[src/rtl/owrs_pkg.sv]
// Package: command codes, result layout and constants of the ROM search unit.
`timescale 1ns / 1ps

package owrs_pkg;

    // Number of ROM bits walked in one pass, and the first position past the family byte.
    localparam int unsigned ROM_BITS     = 64;
    localparam int unsigned FAMILY_LIMIT = 9;

    // Widths of the stream payloads.
    localparam int unsigned S_TDATA_W = 8;
    localparam int unsigned S_TUSER_W = 2;
    localparam int unsigned M_TDATA_W = 72;
    localparam int unsigned M_TUSER_W = 2;

    typedef enum logic [1:0] {
        CMD_START = 2'd0,
        CMD_BIT   = 2'd1,
        CMD_RESET = 2'd2
    } t_cmd;

    typedef struct packed {
        logic        write_valid;
        logic        write_value;
        logic        send_search_cmd;
        logic        pass_done;
        logic        device_found;
        logic [63:0] rom_code;
        logic [3:0]  family_disc;
    } t_result;

endpackage

[src/rtl/onewire_rom_search_unit.sv]
// Top level: 1-Wire ROM search decision engine with a two-entry output buffer.
`timescale 1ns / 1ps
//
// Usage
//   Slave channel (s_axis_*): one item per command. s_axis_tuser carries the
//   command (0 start a pass, 1 bit pair read, 2 reset search state); tdata
//   carries the presence flag and the true/complement bits read from the bus.
//   Master channel (m_axis_*): exactly one result item per accepted item, in
//   order. tlast marks the item that ended the search attempt (pass_done),
//   tuser flags a direction bit to write and a request to send the search ROM
//   command, tdata holds the direction bit, the found flag, the ROM register
//   and the family discrepancy position.
// Result path and flow
//   The decision and the state update happen at the accepting edge; the result
//   is registered into the main output entry, or into the skid entry while the
//   main entry is held. One item per cycle is accepted while the skid entry is empty.
// Reset
//   i_rst_n low clears the ROM register, discrepancy state, pass state and
//   both output buffer entries at the next rising edge.
// Stall
//   When the receiver holds m_axis_tready low, one more item is taken into
//   the skid entry; after that s_axis_tready drops until the receiver takes
//   the waiting result.
//
module onewire_rom_search_unit
    import owrs_pkg::*;
(
    input  logic                 i_clk,
    input  logic                 i_rst_n,
    input  logic                 s_axis_tvalid,
    output logic                 s_axis_tready,
    // [0] presence, [1] id_bit, [2] comp_bit, [7:3] zero
    input  logic [S_TDATA_W-1:0] s_axis_tdata,
    // [1:0] command
    input  logic [S_TUSER_W-1:0] s_axis_tuser,
    output logic                 m_axis_tvalid,
    input  logic                 m_axis_tready,
    // [0] write_value, [1] device_found, [65:2] rom_code, [69:66] family_disc, [71:70] zero
    output logic [M_TDATA_W-1:0] m_axis_tdata,
    // [0] write_valid, [1] send_search_cmd
    output logic [M_TUSER_W-1:0] m_axis_tuser,
    // pass_done
    output logic                 m_axis_tlast
);

    // Search state.
    logic [63:0] r_rom,        n_rom;
    logic [6:0]  r_last_disc,  n_last_disc;
    logic [3:0]  r_family,     n_family;
    logic        r_last_dev,   n_last_dev;
    logic [6:0]  r_bit_idx,    n_bit_idx;
    logic [6:0]  r_last_zero,  n_last_zero;
    logic        r_active,     n_active;

    // Output buffer: main entry and skid entry.
    t_result     r_out, r_skid, n_res;
    logic        r_out_valid, r_skid_valid;

    logic        accept, out_take;
    t_cmd        cmd;
    logic        pres, idb, cmpb;
    logic [5:0]  sh;
    logic        dir;
    logic [7:0]  low_byte;

    assign cmd  = t_cmd'(s_axis_tuser[1:0]);
    assign pres = s_axis_tdata[0];
    assign idb  = s_axis_tdata[1];
    assign cmpb = s_axis_tdata[2];

    assign s_axis_tready = !r_skid_valid;
    assign accept        = s_axis_tvalid && s_axis_tready;
    assign out_take      = r_out_valid && m_axis_tready;

    assign sh = 6'(r_bit_idx - 7'd1);

    // Decision for one item and the state it leaves.
    always_comb begin
        n_rom       = r_rom;
        n_last_disc = r_last_disc;
        n_family    = r_family;
        n_last_dev  = r_last_dev;
        n_bit_idx   = r_bit_idx;
        n_last_zero = r_last_zero;
        n_active    = r_active;
        n_res       = '0;
        dir         = 1'b0;
        low_byte    = '0;

        case (cmd)
            CMD_RESET: begin
                n_rom       = '0;
                n_last_disc = '0;
                n_family    = '0;
                n_last_dev  = 1'b0;
                n_bit_idx   = 7'd1;
                n_last_zero = '0;
                n_active    = 1'b0;
            end
            CMD_START: begin
                n_bit_idx   = 7'd1;
                n_last_zero = '0;
                if (r_last_dev || !pres) begin
                    // Enumeration finished or nobody on the bus: fail and restart.
                    n_active          = 1'b0;
                    n_last_disc       = '0;
                    n_family          = '0;
                    n_last_dev        = 1'b0;
                    n_res.pass_done   = 1'b1;
                end else begin
                    n_active              = 1'b1;
                    n_res.send_search_cmd = 1'b1;
                end
            end
            CMD_BIT: begin
                if (r_active) begin
                    if (idb && cmpb) begin
                        // No device answered: abort the pass.
                        n_active        = 1'b0;
                        n_bit_idx       = 7'd1;
                        n_last_disc     = '0;
                        n_family        = '0;
                        n_last_dev      = 1'b0;
                        n_res.pass_done = 1'b1;
                    end else begin
                        if (idb != cmpb) begin
                            dir = idb;
                        end else begin
                            // Discrepancy: follow the previous path below the
                            // last branch point, take 1 at it, 0 beyond it.
                            if (r_bit_idx < r_last_disc) begin
                                dir = r_rom[sh];
                            end else begin
                                dir = (r_bit_idx == r_last_disc);
                            end
                            if (!dir) begin
                                n_last_zero = r_bit_idx;
                                if (r_bit_idx < 7'(FAMILY_LIMIT)) begin
                                    n_family = r_bit_idx[3:0];
                                end
                            end
                        end
                        n_rom[sh]         = dir;
                        n_res.write_valid = 1'b1;
                        n_res.write_value = dir;
                        n_bit_idx         = r_bit_idx + 7'd1;
                        if (r_bit_idx >= 7'(ROM_BITS)) begin
                            // Last ROM bit: close the pass and record the branch point.
                            n_active           = 1'b0;
                            n_bit_idx          = 7'd1;
                            n_res.pass_done    = 1'b1;
                            n_last_disc        = n_last_zero;
                            n_last_dev         = (n_last_zero == '0) ? 1'b1 : r_last_dev;
                            n_res.device_found = 1'b1;
                            low_byte           = n_rom[7:0];
                            if (low_byte == '0) begin
                                // Zero family byte counts as a failed search.
                                n_last_disc        = '0;
                                n_family           = '0;
                                n_last_dev         = 1'b0;
                                n_res.device_found = 1'b0;
                            end
                        end
                    end
                end
            end
            default: begin
                // Unused command code: leave the state alone and give a result with no flags set.
            end
        endcase

        n_res.rom_code    = n_rom;
        n_res.family_disc = n_family;
    end

    // Search state register: update on every accepted item.
    always_ff @(posedge i_clk) begin
        if (!i_rst_n) begin
            r_rom       <= '0;
            r_last_disc <= '0;
            r_family    <= '0;
            r_last_dev  <= 1'b0;
            r_bit_idx   <= 7'd1;
            r_last_zero <= '0;
            r_active    <= 1'b0;
        end else if (accept) begin
            r_rom       <= n_rom;
            r_last_disc <= n_last_disc;
            r_family    <= n_family;
            r_last_dev  <= n_last_dev;
            r_bit_idx   <= n_bit_idx;
            r_last_zero <= n_last_zero;
            r_active    <= n_active;
        end
    end

    // Output buffer control.
    always_ff @(posedge i_clk) begin
        if (!i_rst_n) begin
            r_out_valid  <= 1'b0;
            r_skid_valid <= 1'b0;
        end else if (r_skid_valid) begin
            if (out_take) begin
                r_skid_valid <= 1'b0;
            end
        end else if (accept) begin
            if (r_out_valid && !out_take) begin
                r_skid_valid <= 1'b1;
            end else begin
                r_out_valid <= 1'b1;
            end
        end else if (out_take) begin
            r_out_valid <= 1'b0;
        end
    end

    // Output buffer payload.
    always_ff @(posedge i_clk) begin
        if (r_skid_valid) begin
            if (out_take) begin
                r_out <= r_skid;
            end
        end else if (accept) begin
            if (r_out_valid && !out_take) begin
                r_skid <= n_res;
            end else begin
                r_out <= n_res;
            end
        end
    end

    assign m_axis_tvalid = r_out_valid;
    assign m_axis_tlast  = r_out.pass_done;
    assign m_axis_tuser  = {r_out.send_search_cmd, r_out.write_valid};
    assign m_axis_tdata  = {2'b00, r_out.family_disc, r_out.rom_code,
                            r_out.device_found, r_out.write_value};

endmodule

[config.mk]
export PLATFORM = sky130hd
export DESIGN_NAME = onewire_rom_search_unit
export DESIGN_NICKNAME = d
export VERILOG_FILES = /design/src/rtl/owrs_pkg.sv /design/src/rtl/onewire_rom_search_unit.sv
export SDC_FILE = /design/constraint.sdc
export NUM_CORES = 1
export LEC_CHECK = 0
export BUFFER_PORTS_ARGS = -buffer_cell sky130_fd_sc_hd__buf_4
export CAP_MARGIN = 20
export CORE_MARGIN = 1.5
export CORE_UTILIZATION = 40
export CTS_CLUSTER_SIZE = 40
export DETAILED_ROUTE_END_ITERATION = 10
export SYNTH_ARGS = -nofsm -noshare
export SYNTH_HDL_FRONTEND = slang
export SYNTH_SLANG_ARGS = --single-unit
[constraint.sdc]
create_clock -name i_clk -period 11.6 [get_ports i_clk]
set_clock_uncertainty 0.1 [all_clocks]
set_input_delay 2.32 -clock i_clk [delete_from_list [all_inputs] [get_ports i_clk]]
set_output_delay 2.32 -clock i_clk [all_outputs]
set_load 0.005 [all_outputs]
# After elaboration in Yosys (flattened, before gate mapping)
# Cells that the tools add are included.
totals:
  reg_bits: 239
  latch_bits: 0
  mem_bits_rw: 0
  mem_bits_ro: 0
  inputBits: 14
  output_inout_bits: 77
  wordCells: 147
  n_memories: 0
op_classes:
  addsub: 2
  multipliers: 0
  div: 0
  n_lt_le_gt_ge: 5
  eq_ne: 12
  shift: 0
  muxes: 79
  bitwise_logic: 1
  reduce_logical: 25
op_table:
  columns: ["op", "n"]
  rows:
  - ["73-bit two-way mux", 4]
  - ["64-bit two-way mux", 2]
  - ["64-bit one-hot mux with 2 select lines", 1]
  - ["7-bit two-way mux", 15]
  - ["64-bit bitwise mux", 1]
  - ["1-bit two-way mux", 34]
  - ["4-bit two-way mux", 8]
  - ["7-bit one-hot mux with 2 select lines", 2]
  - ["7-bit one-hot mux with 3 select lines", 1]
  - ["4-bit one-hot mux with 3 select lines", 1]
  - ["3-bit AND reduction", 4]
  - ["2-bit two-way mux", 5]
  - ["2-bit inequality test (second input constant)", 5]
  - ["8-bit zero test", 1]
  - ["7-bit by 1-bit adder with 7-bit output (second input constant)", 1]
  - ["7-bit equality test", 1]
  - ["7-bit >= comparator (second input constant)", 1]
  - ["7-bit zero test", 1]
  - ["6-bit by 7-bit less-than comparator with 1-bit output (second input constant)", 1]
  - ["7-bit by 4-bit less-than comparator with 1-bit output (second input constant)", 1]
  - ["7-bit less-than comparator", 1]
  - ["1-bit binary-select mux with 6-bit select", 1]
  - ["1-bit demux with 6-bit select", 1]
  - ["6-bit by 1-bit >= comparator with 1-bit output (second input constant)", 1]
  - ["other kinds (21)", 30]

# Depth between registers and ports, before layout
# Gate-level depths: netlist of the first run.
depth:
  depth_word: 22
  ltp_mapped: 16
  mapped_depth_nobuf: 10

# Worst setup path before layout of the first run
# Ideal clock, no wire load.
synth_path:
  path_kind: "input to register"
  from: "in s_axis_tvalid"
  to: "reg r_out (netlist bit m_axis_tdata[0]), enable pin"
  setup_ps: 528
  t_arrival_ps: 6684
  required_time_ps: 10972
  path_slack_ps: 4288
  path_stages: 5
  path_buffers: 2
  path_cell_list: "nor2b_1 clkbuf_1 clkbuf_1 a21oi_1 a21oi_1"
synth_via:
  elab_chain_len: 3
synth_rtl:
  columns: ["item", "line_no", "source"]
  rows:
  - ["start: declaration", "onewire_rom_search_unit.sv:30", "input logic s_axis_tvalid,"]
  - ["1-bit logical AND", "onewire_rom_search_unit.sv:72", "assign accept = s_axis_tvalid && s_axis_tready;"]
  - ["2-bit nonzero test (no source line)", null, null]
  - ["3-bit AND reduction (no source line)", null, null]
  - ["end signal: assignment", "onewire_rom_search_unit.sv:221", "r_out <= r_skid;"]
  - ["end signal: assignment", "onewire_rom_search_unit.sv:227", "r_out <= n_res;"]
  - ["end: declaration", "onewire_rom_search_unit.sv:56", "t_result r_out, r_skid, n_res;"]
# Every way passes these cells.
# A chain may end at the register's enable or synchronous reset.

# Final worst setup path of the first run
layout_path:
  from: "in s_axis_tdata[1]"
  to: "reg r_out (netlist bit m_axis_tdata[56]), data pin"
layout_via:
  elab_chain_len: 12
  elab_cells_between_ends: 13
  cone_classes: "eq/ne: 1; mux: 11; reduce/logical: 1"
layout_rtl:
  columns: ["item", "line_no", "source"]
  rows:
  - ["start: declaration", "onewire_rom_search_unit.sv:33", "input logic [S_TDATA_W-1:0] s_axis_tdata,"]
  - ["1-bit inequality test", "onewire_rom_search_unit.sv:126", "if (idb != cmpb) begin"]
  - ["1-bit two-way mux", "onewire_rom_search_unit.sv:126", null]
  - ["1-bit two-way mux", "onewire_rom_search_unit.sv:117", "if (idb && cmpb) begin"]
  - ["1-bit two-way mux", "onewire_rom_search_unit.sv:116", "if (r_active) begin"]
  - ["1-bit two-way mux", "onewire_rom_search_unit.sv:90", "case (cmd)"]
  - ["64-bit bitwise mux", "onewire_rom_search_unit.sv:143", "n_rom[sh] = dir;"]
  - ["64-bit two-way mux *", "onewire_rom_search_unit.sv:117", null]
  - ["64-bit two-way mux *", "onewire_rom_search_unit.sv:116", null]
  - ["64-bit one-hot mux with 2 select lines *", "onewire_rom_search_unit.sv:90", null]
  - ["73-bit two-way mux *", "onewire_rom_search_unit.sv:224", "if (r_out_valid && !out_take) begin"]
  - ["73-bit two-way mux *", "onewire_rom_search_unit.sv:223", "end else if (accept) begin"]
  - ["73-bit two-way mux *", "onewire_rom_search_unit.sv:219", "if (r_skid_valid) begin"]
# Mark *: on every way between the ends. The rest lies on a longest branch, timed or not. The select of a mux whose other input is x is not followed.

==> impl_metrics.env, run 1 <==
export IMPL_grt_start_max_net_pins=86
export IMPL_critPathMaxStageDelay_ns=0.92
export IMPL_timing_rr_start="r_bit_idx[0]$_SDFFE_PN1P_"
export IMPL_netlist_area_um2=11800
export IMPL_rrSetupSlack_ns=6.74
export IMPL_ys_warn_count=0
export IMPL_cts_inserted_buffers=26
export IMPL_routed_via_density=5.86
export IMPL_numClockSinks=239
export IMPL_port_buffer_count=83
export IMPL_tritoncts="done"
export IMPL_first_pass_iters=6
export IMPL_timing_setup_critical_path_class="input port to register"
export IMPL_final_min_clock_period_ns=5.49
export IMPL_startpoint_class="input port"
export IMPL_end_of_the_worst_register_to_register_path="r_skid[54]$_DFFE_PP_"
export IMPL_grt_antenna_before_repair=0
export IMPL_drt_antenna_violating_nets=0
export IMPL_yosys_top_cells_area="sky130_fd_sc_hd__edfxtp_1 (37%), sky130_fd_sc_hd__dfxtp_1 (16%), sky130_fd_sc_hd__o21ai_0 (6.3%), sky130_fd_sc_hd__nand2_1 (4.9%), sky130_fd_sc_hd__a21oi_1 (3.5%)"
export IMPL_ys_seq_elements=239
export IMPL_ys_async_sr_fraction_pct=0
export IMPL_crit_slowest_cell="sky130_fd_sc_hd__nor2_1"
export IMPL_cp_arrival_ns=5.75
export IMPL_worstSetupEndpointType="register"
export IMPL_finalHoldViolations=0
export IMPL_cts_resized_gates=0
export IMPL_hold_path_cell_count=2
export IMPL_nets=1263
export IMPL_die_w_um=175
export IMPL_drive_gt1_share_pct=15.8
export IMPL_worstRegToRegCells=12
export IMPL_synth_edf_count=146
export IMPL_min_from="r_last_disc[6]$_SDFFE_PN0P_"
export IMPL_netlist_instances=1194
export IMPL_std_cell_rows=62
export IMPL_wl_per_cell_um=19.9
export IMPL_rsz0062_at_grt="false"
export IMPL_route_detailed_drc=0
export IMPL_total_leakage_power_nw=5.05
export IMPL_synth_top_flop_cell="sky130_fd_sc_hd__edfxtp_1"
export IMPL_first_pass_grt_wire_length_um=50900
export IMPL_peakVddDrop_uv=86.3
export IMPL_cp_data_required_time_ns=11.86
export IMPL_place_detailed_hpwl_um=20700
export IMPL_number_of_setup_violations_in_the_final_report=0
export IMPL_power_density_nw_per_um2=156
export IMPL_core_area_um2=28900
export IMPL_worstPathMaxFanout=15
export IMPL_io_pins=91
export IMPL_hold_path_class="register to register"
export IMPL_stdcell_area_um2=13600
export IMPL_ff_latch_area_um2=6250
export IMPL_syn_mean_instance_area_um2=9.86
export IMPL_result_of_the_run="finished, final reports clean"
export IMPL_timing_max_transition_violations_final=0
export IMPL_synth_cell_type_count=69
export IMPL_worst_hold_path_endpoint="r_last_disc[6]$_SDFFE_PN0P_"
export IMPL_die_area_um2=30500
export IMPL_timing_worst_slew_pin_value_ns=1.15
export IMPL_cts_max_level=1
export IMPL_synth_top_cell_area_share_pct=37.2
export IMPL_antenna_cells_inserted=0
export IMPL_drt_first_iter_violations=1037
export IMPL_route_vias_total=9618
export IMPL_initial_utilization_pct=40.8
export IMPL_clockBufferDepth=3
export IMPL_routability_cong=0.876
export IMPL_place_area_um2=12700
export IMPL_syn_to_layout_area_delta_pct=15.3
export IMPL_max_clock_freq_mhz=182
export IMPL_synth_largest_area_cell="sky130_fd_sc_hd__edfxtp_1"
export IMPL_synth_yosys_seq_area_share_pct=53.0
export IMPL_ctsRootBufferMaster="sky130_fd_sc_hd__clkbuf_16"
export IMPL_dieHeight_um=175
export IMPL_grt_pass1_vias=8756
export IMPL_layout_common_cells="sky130_fd_sc_hd__nand2_1 (153), sky130_fd_sc_hd__o21ai_0 (148), sky130_fd_sc_hd__edfxtp_1 (146)"
export IMPL_layout_cells_most_common="sky130_fd_sc_hd__nand2_1"
export IMPL_worst_setup_hold_path_clk_slew_ns=0.06
export IMPL_max_slew_margin_pct=23.2
export IMPL_postCtsSetupBuffers=0
export IMPL_multi_input_comb_area_um2=5000
export IMPL_grt_overflow_total=0
export IMPL_clock_insertion_delay_worst_skew_ns=0.54
export IMPL_max_cap_viol_count=0
export IMPL_layout_fillers=2784
export IMPL_cts_hold_buf=0
export IMPL_fin_setup_tns_ns=0
export IMPL_final_min_period_over_clock_period_pct=47.3
export IMPL_gr_usage_all_layers_pct=21.0
export IMPL_totalWireLength_um=32700
export IMPL_path_cells="buf_4 -> ha_1 -> nor2b_1 -> nand2_1 -> nor2_1 -> a32oi_1 -> a21oi_1"
==> worst max-delay path, delay by kind of cell <==
kind	cells	cell delay [ns]
AND/OR/NAND/NOR	3	2.42
adder cells (fa/ha/maj)	1	0.24
buffers and inverters	1	0.12
AO/OA/AOI/OAI	2	0.64
==> flip-flops by register name, summed over array words and instances (netlist names) <==
name and count:
m_axis_tdata 70, m_axis_tlast 1, m_axis_tuser 2, m_axis_tvalid 1, r_active 1, r_bit_idx 7, r_family 4, r_last_dev 1
r_last_disc 7, r_last_zero 7, r_rom 64, r_skid 73, r_skid_valid 1
==> stage by stage <==
stage	power, mW	util (%)	hold slack (ns)	setup WS [ns]	std cells
after floorplan	1.17	-	0.325	4.29	1195
after global placement	1.26	44.0	0.339	5.83	1592
final	2.12	47.1	0.356	6.11	1640
after global routing	2.19	47.1	0.389	6.03	1640
after detailed placement	1.27	44.0	0.345	5.79	1592
after CTS	2.13	47.1	0.359	6.32	1640
==> cell usage after synthesis, drive strengths merged, types with 3 or more instances <==
master	n
nand2	153
o21ai	150
edfxtp	146
dfxtp	93
a21oi	82
nor2	80
clkbuf	65
inv	51
nand3	39
mux2	28
a32oi	25
buf	23
mux2i	17
nor3	16
o211ai	16
a22o	15
a32o	15
o31ai	15
a31oi	13
ha	13
o221ai	12
a211oi	9
a221oi	8
nand2b	8
o21ba	8
and3	7
nand4	7
nor2b	7
mux4	6
o22ai	6
xor2	6
xnor2	5
a21boi	4
a22oi	4
nor4	4
a41oi	3
and2	3
o31a	3
==> final cells by class <==
type | count | area share (%)
Tap cell | 384 | 3.54
Clock buffer | 33 | 5.22
Sequential cell | 239 | 46.0
Clock inverter | 15 | 1.34
Timing Repair Buffer | 101 | 5.58
Inverter | 53 | 1.47
Multi-Input combinational cell | 815 | 36.9
==> report_power, final <==
group          internal [mW]  leakage [nW]  total (mW)  switching, mW
Sequential             0.951          2.16       0.973         0.0218
Combinational          0.101          2.45       0.281          0.180
Clock                  0.521         0.433       0.864          0.343
==> how the worst max path moves through the flow <==
stage                                from                    endpoint  slack [ns]  cells after the start
after floorplan             s_axis_tvalid   m_axis_tdata[0]$_DFFE_PP_        4.29                      5
after global placement    s_axis_tdata[1]  m_axis_tdata[56]$_DFFE_PP_        5.83                      7
after detailed placement  s_axis_tdata[1]  m_axis_tdata[56]$_DFFE_PP_        5.79                      7
after CTS                 s_axis_tdata[1]  m_axis_tdata[56]$_DFFE_PP_        6.32                      7
after global routing      s_axis_tdata[1]  m_axis_tdata[56]$_DFFE_PP_        6.03                      7
final                     s_axis_tdata[1]  m_axis_tdata[56]$_DFFE_PP_        6.11                      7
==> cells by family after synthesis <==
kind of cell	count (synthesis)	share of synthesized area (%)
buf+inv	141	4.78
other cells	1	0.0318
fa+ha+maj	13	1.38
simple gates	336	12.5
flops	239	53.0
xor+xnor	11	0.882
compound gates	402	22.1
mux	51	5.27
==> layer usage <==
layer	share of wire (%)	global-route usage, %
met5	0	0
met4	2.5	5.66
met3	7.5	2.63
met2	43	31.4
met1	47	32.1
Note: power is estimated with default switching activity, not from simulation.
==> inputs of run 2 (changes only) <==
==> constraint.sdc (replaced) <==
create_clock -name i_clk -period 5.2 [get_ports i_clk]
set_clock_uncertainty 0.1 [all_clocks]
set_input_delay 1.04 -clock i_clk [delete_from_list [all_inputs] [get_ports i_clk]]
set_output_delay 1.04 -clock i_clk [all_outputs]
set_load 0.005 [all_outputs]
==> impl_metrics.env, run 2 (synthesis gave the netlist of run 1 again) <==
export IMPL_final_cells=1649
export IMPL_max_cap_viol_count=0
export IMPL_ctsRootBufferMaster="sky130_fd_sc_hd__clkbuf_16"
export IMPL_postLayoutSetupSlackWorst_ns=0.563
export IMPL_regMostFlops="r_skid"
export IMPL_netSwitchingFraction_pct=26.1
export IMPL_routability_cong=0.896
export IMPL_number_of_setup_violations_in_the_final_report=0
export IMPL_hold_path_cell_count=2
export IMPL_cts_max_level=1
export IMPL_numPlacedInstances=1599
export IMPL_cts_inserted_buffers=27
export IMPL_final_min_clock_period_ns=4.64
export IMPL_utilization_pct=47.3
export IMPL_startpoint_class="register"
export IMPL_nets=1271
export IMPL_max_clock_freq_mhz=216
export IMPL_worst_setup_hold_path_clk_slew_ns=0.06
export IMPL_end_of_the_worst_register_to_register_path="r_last_zero[6]$_SDFFE_PN0P_"
export IMPL_die_area_um2=30500
export IMPL_max_slew_margin_pct=31.0
export IMPL_min_from="r_last_disc[5]$_SDFFE_PN0P_"
export IMPL_rrSetupSlack_ns=0.56
export IMPL_grt_pass1_vias=8740
export IMPL_initial_utilization_pct=40.8
export IMPL_pre_cts_slack_ns=0.694
export IMPL_netSwitchingPower_mw=1.21
export IMPL_route_detailed_drc=0
export IMPL_io_pins=91
export IMPL_timing_rr_start="r_bit_idx[0]$_SDFFE_PN1P_"
export IMPL_hold_path_class="register to register"
export IMPL_fin_setup_tns_ns=0
export IMPL_postCtsSetupBuffers=0
export IMPL_drive_gt1_share_pct=16.4
export IMPL_total_leakage_power_nw=5.10
export IMPL_clock_power_share_pct=39.8
export IMPL_power_density_nw_per_um2=341
export IMPL_p_comb_share_pct=13.6
export IMPL_finalHoldViolations=0
export IMPL_peakVddDrop_uv=211
export IMPL_place_detailed_hpwl_um=21500
export IMPL_die_w_um=175
export IMPL_stdcell_area_um2=13600
export IMPL_final_total_power_mw=4.66
export IMPL_grt_start_max_net_pins=74
export IMPL_grt_overflow_total=0
export IMPL_first_pass_iters=6
export IMPL_layout_common_cells="sky130_fd_sc_hd__nand2_1 (153), sky130_fd_sc_hd__o21ai_0 (148), sky130_fd_sc_hd__edfxtp_1 (146)"
export IMPL_cp_arrival_ns=5.01
export IMPL_timing_max_transition_violations_final=0
export IMPL_final_min_period_over_clock_period_pct=89.2
export IMPL_routed_via_density=5.77
export IMPL_port_buffer_count=83
export IMPL_seqPwrFrac_pct=46.6
export IMPL_clockBufferDepth=3
export IMPL_drt_first_iter_violations=952
export IMPL_cp_data_required_time_ns=5.58
export IMPL_cts_hold_buf=0
export IMPL_worstSetupEndpointType="register"
export IMPL_numClockSinks=239
export IMPL_place_area_um2=12800
export IMPL_grt_antenna_before_repair=0
export IMPL_internal_power_mw=3.44
export IMPL_first_pass_grt_wire_length_um=50300
export IMPL_dieHeight_um=175
export IMPL_syn_to_layout_area_delta_pct=15.9
export IMPL_worst_hold_path_endpoint="r_last_disc[5]$_SDFFE_PN0P_"
export IMPL_rsz0062_at_grt="false"
export IMPL_timing_worst_slew_pin_value_ns=1.03
export IMPL_wl_per_cell_um=19.5
export IMPL_timing_setup_critical_path_class="register to register"
export IMPL_drt_antenna_violating_nets=0
export IMPL_worstRegToRegCells=12
export IMPL_result_of_the_run="finished, final reports clean"
export IMPL_core_area_um2=28900
export IMPL_totalWireLength_um=32200
export IMPL_tritoncts="done"
export IMPL_antenna_cells_inserted=0
export IMPL_hold_slack_ns=0.357
export IMPL_worstPathMaxFanout=31
export IMPL_gr_usage_all_layers_pct=20.7
export IMPL_cts_resized_gates=0
export IMPL_clock_insertion_delay_worst_skew_ns=0.54
export IMPL_std_cell_rows=62
export IMPL_largest_reg_flops=73
export IMPL_route_vias_total=9510
export IMPL_layout_cells_most_common="sky130_fd_sc_hd__nand2_1"
## run 2: area by class of cell
class / instances / area [um^2]
clock buffers: 40 / 778
clock inverters: 10 / 85.1
fillers: 2725 / 15200
inverters: 53 / 200
multi-input cells: 815 / 5000
flip-flops and latches: 239 / 6250
well taps: 384 / 480
repair buffers: 108 / 848
## run 2: metal layers
layer	track usage, %	up-vias	wire length (um)
li1	-	4536	-
met1	31.1	4578	15200
met2	31.6	348	14300
met3	2.83	48	2090
met4	4.88	0	585
met5	0	-	0
## run 2: worst max-delay path: stages (launching register included)
cell	delay, ns
sky130_fd_sc_hd__dfxtp_1	0.33
sky130_fd_sc_hd__clkinv_1	0.33
sky130_fd_sc_hd__ha_1	0.90
sky130_fd_sc_hd__buf_12	0.25
sky130_fd_sc_hd__nor2_1	0.11
sky130_fd_sc_hd__nand3_1	0.14
sky130_fd_sc_hd__nand3_1	0.08
sky130_fd_sc_hd__a2111oi_0	0.62
sky130_fd_sc_hd__o21a_1	0.31
sky130_fd_sc_hd__o21ai_4	0.21
sky130_fd_sc_hd__buf_12	0.25
sky130_fd_sc_hd__nor4_2	0.69
sky130_fd_sc_hd__a22o_1	0.25
## run 2: how the worst max path moves through the flow
stage	slack, ns	startpoint	endpoint
finish	0.56	r_bit_idx[0]$_SDFFE_PN1P_	r_last_zero[6]$_SDFFE_PN0P_
global route	0.20	r_bit_idx[0]$_SDFFE_PN1P_	r_last_zero[3]$_SDFFE_PN0P_
CTS	0.66	r_bit_idx[0]$_SDFFE_PN1P_	r_last_zero[0]$_SDFFE_PN0P_
detailed placement	0.69	r_bit_idx[0]$_SDFFE_PN1P_	r_last_zero[0]$_SDFFE_PN0P_
global placement	0.70	r_bit_idx[0]$_SDFFE_PN1P_	r_last_zero[1]$_SDFFE_PN0P_
floorplan	0.81	s_axis_tvalid	m_axis_tdata[0]$_DFFE_PP_
## run 2: power by group through the flow
stage | clock network, mW | logic [mW] | registers [mW]
finish | 1.85 | 0.633 | 2.17
global route | 1.96 | 0.691 | 2.18
CTS | 1.89 | 0.630 | 2.17
detailed placement | 0 | 0.627 | 2.21
global placement | 0 | 0.621 | 2.21
floorplan | 0 | 0.392 | 2.20
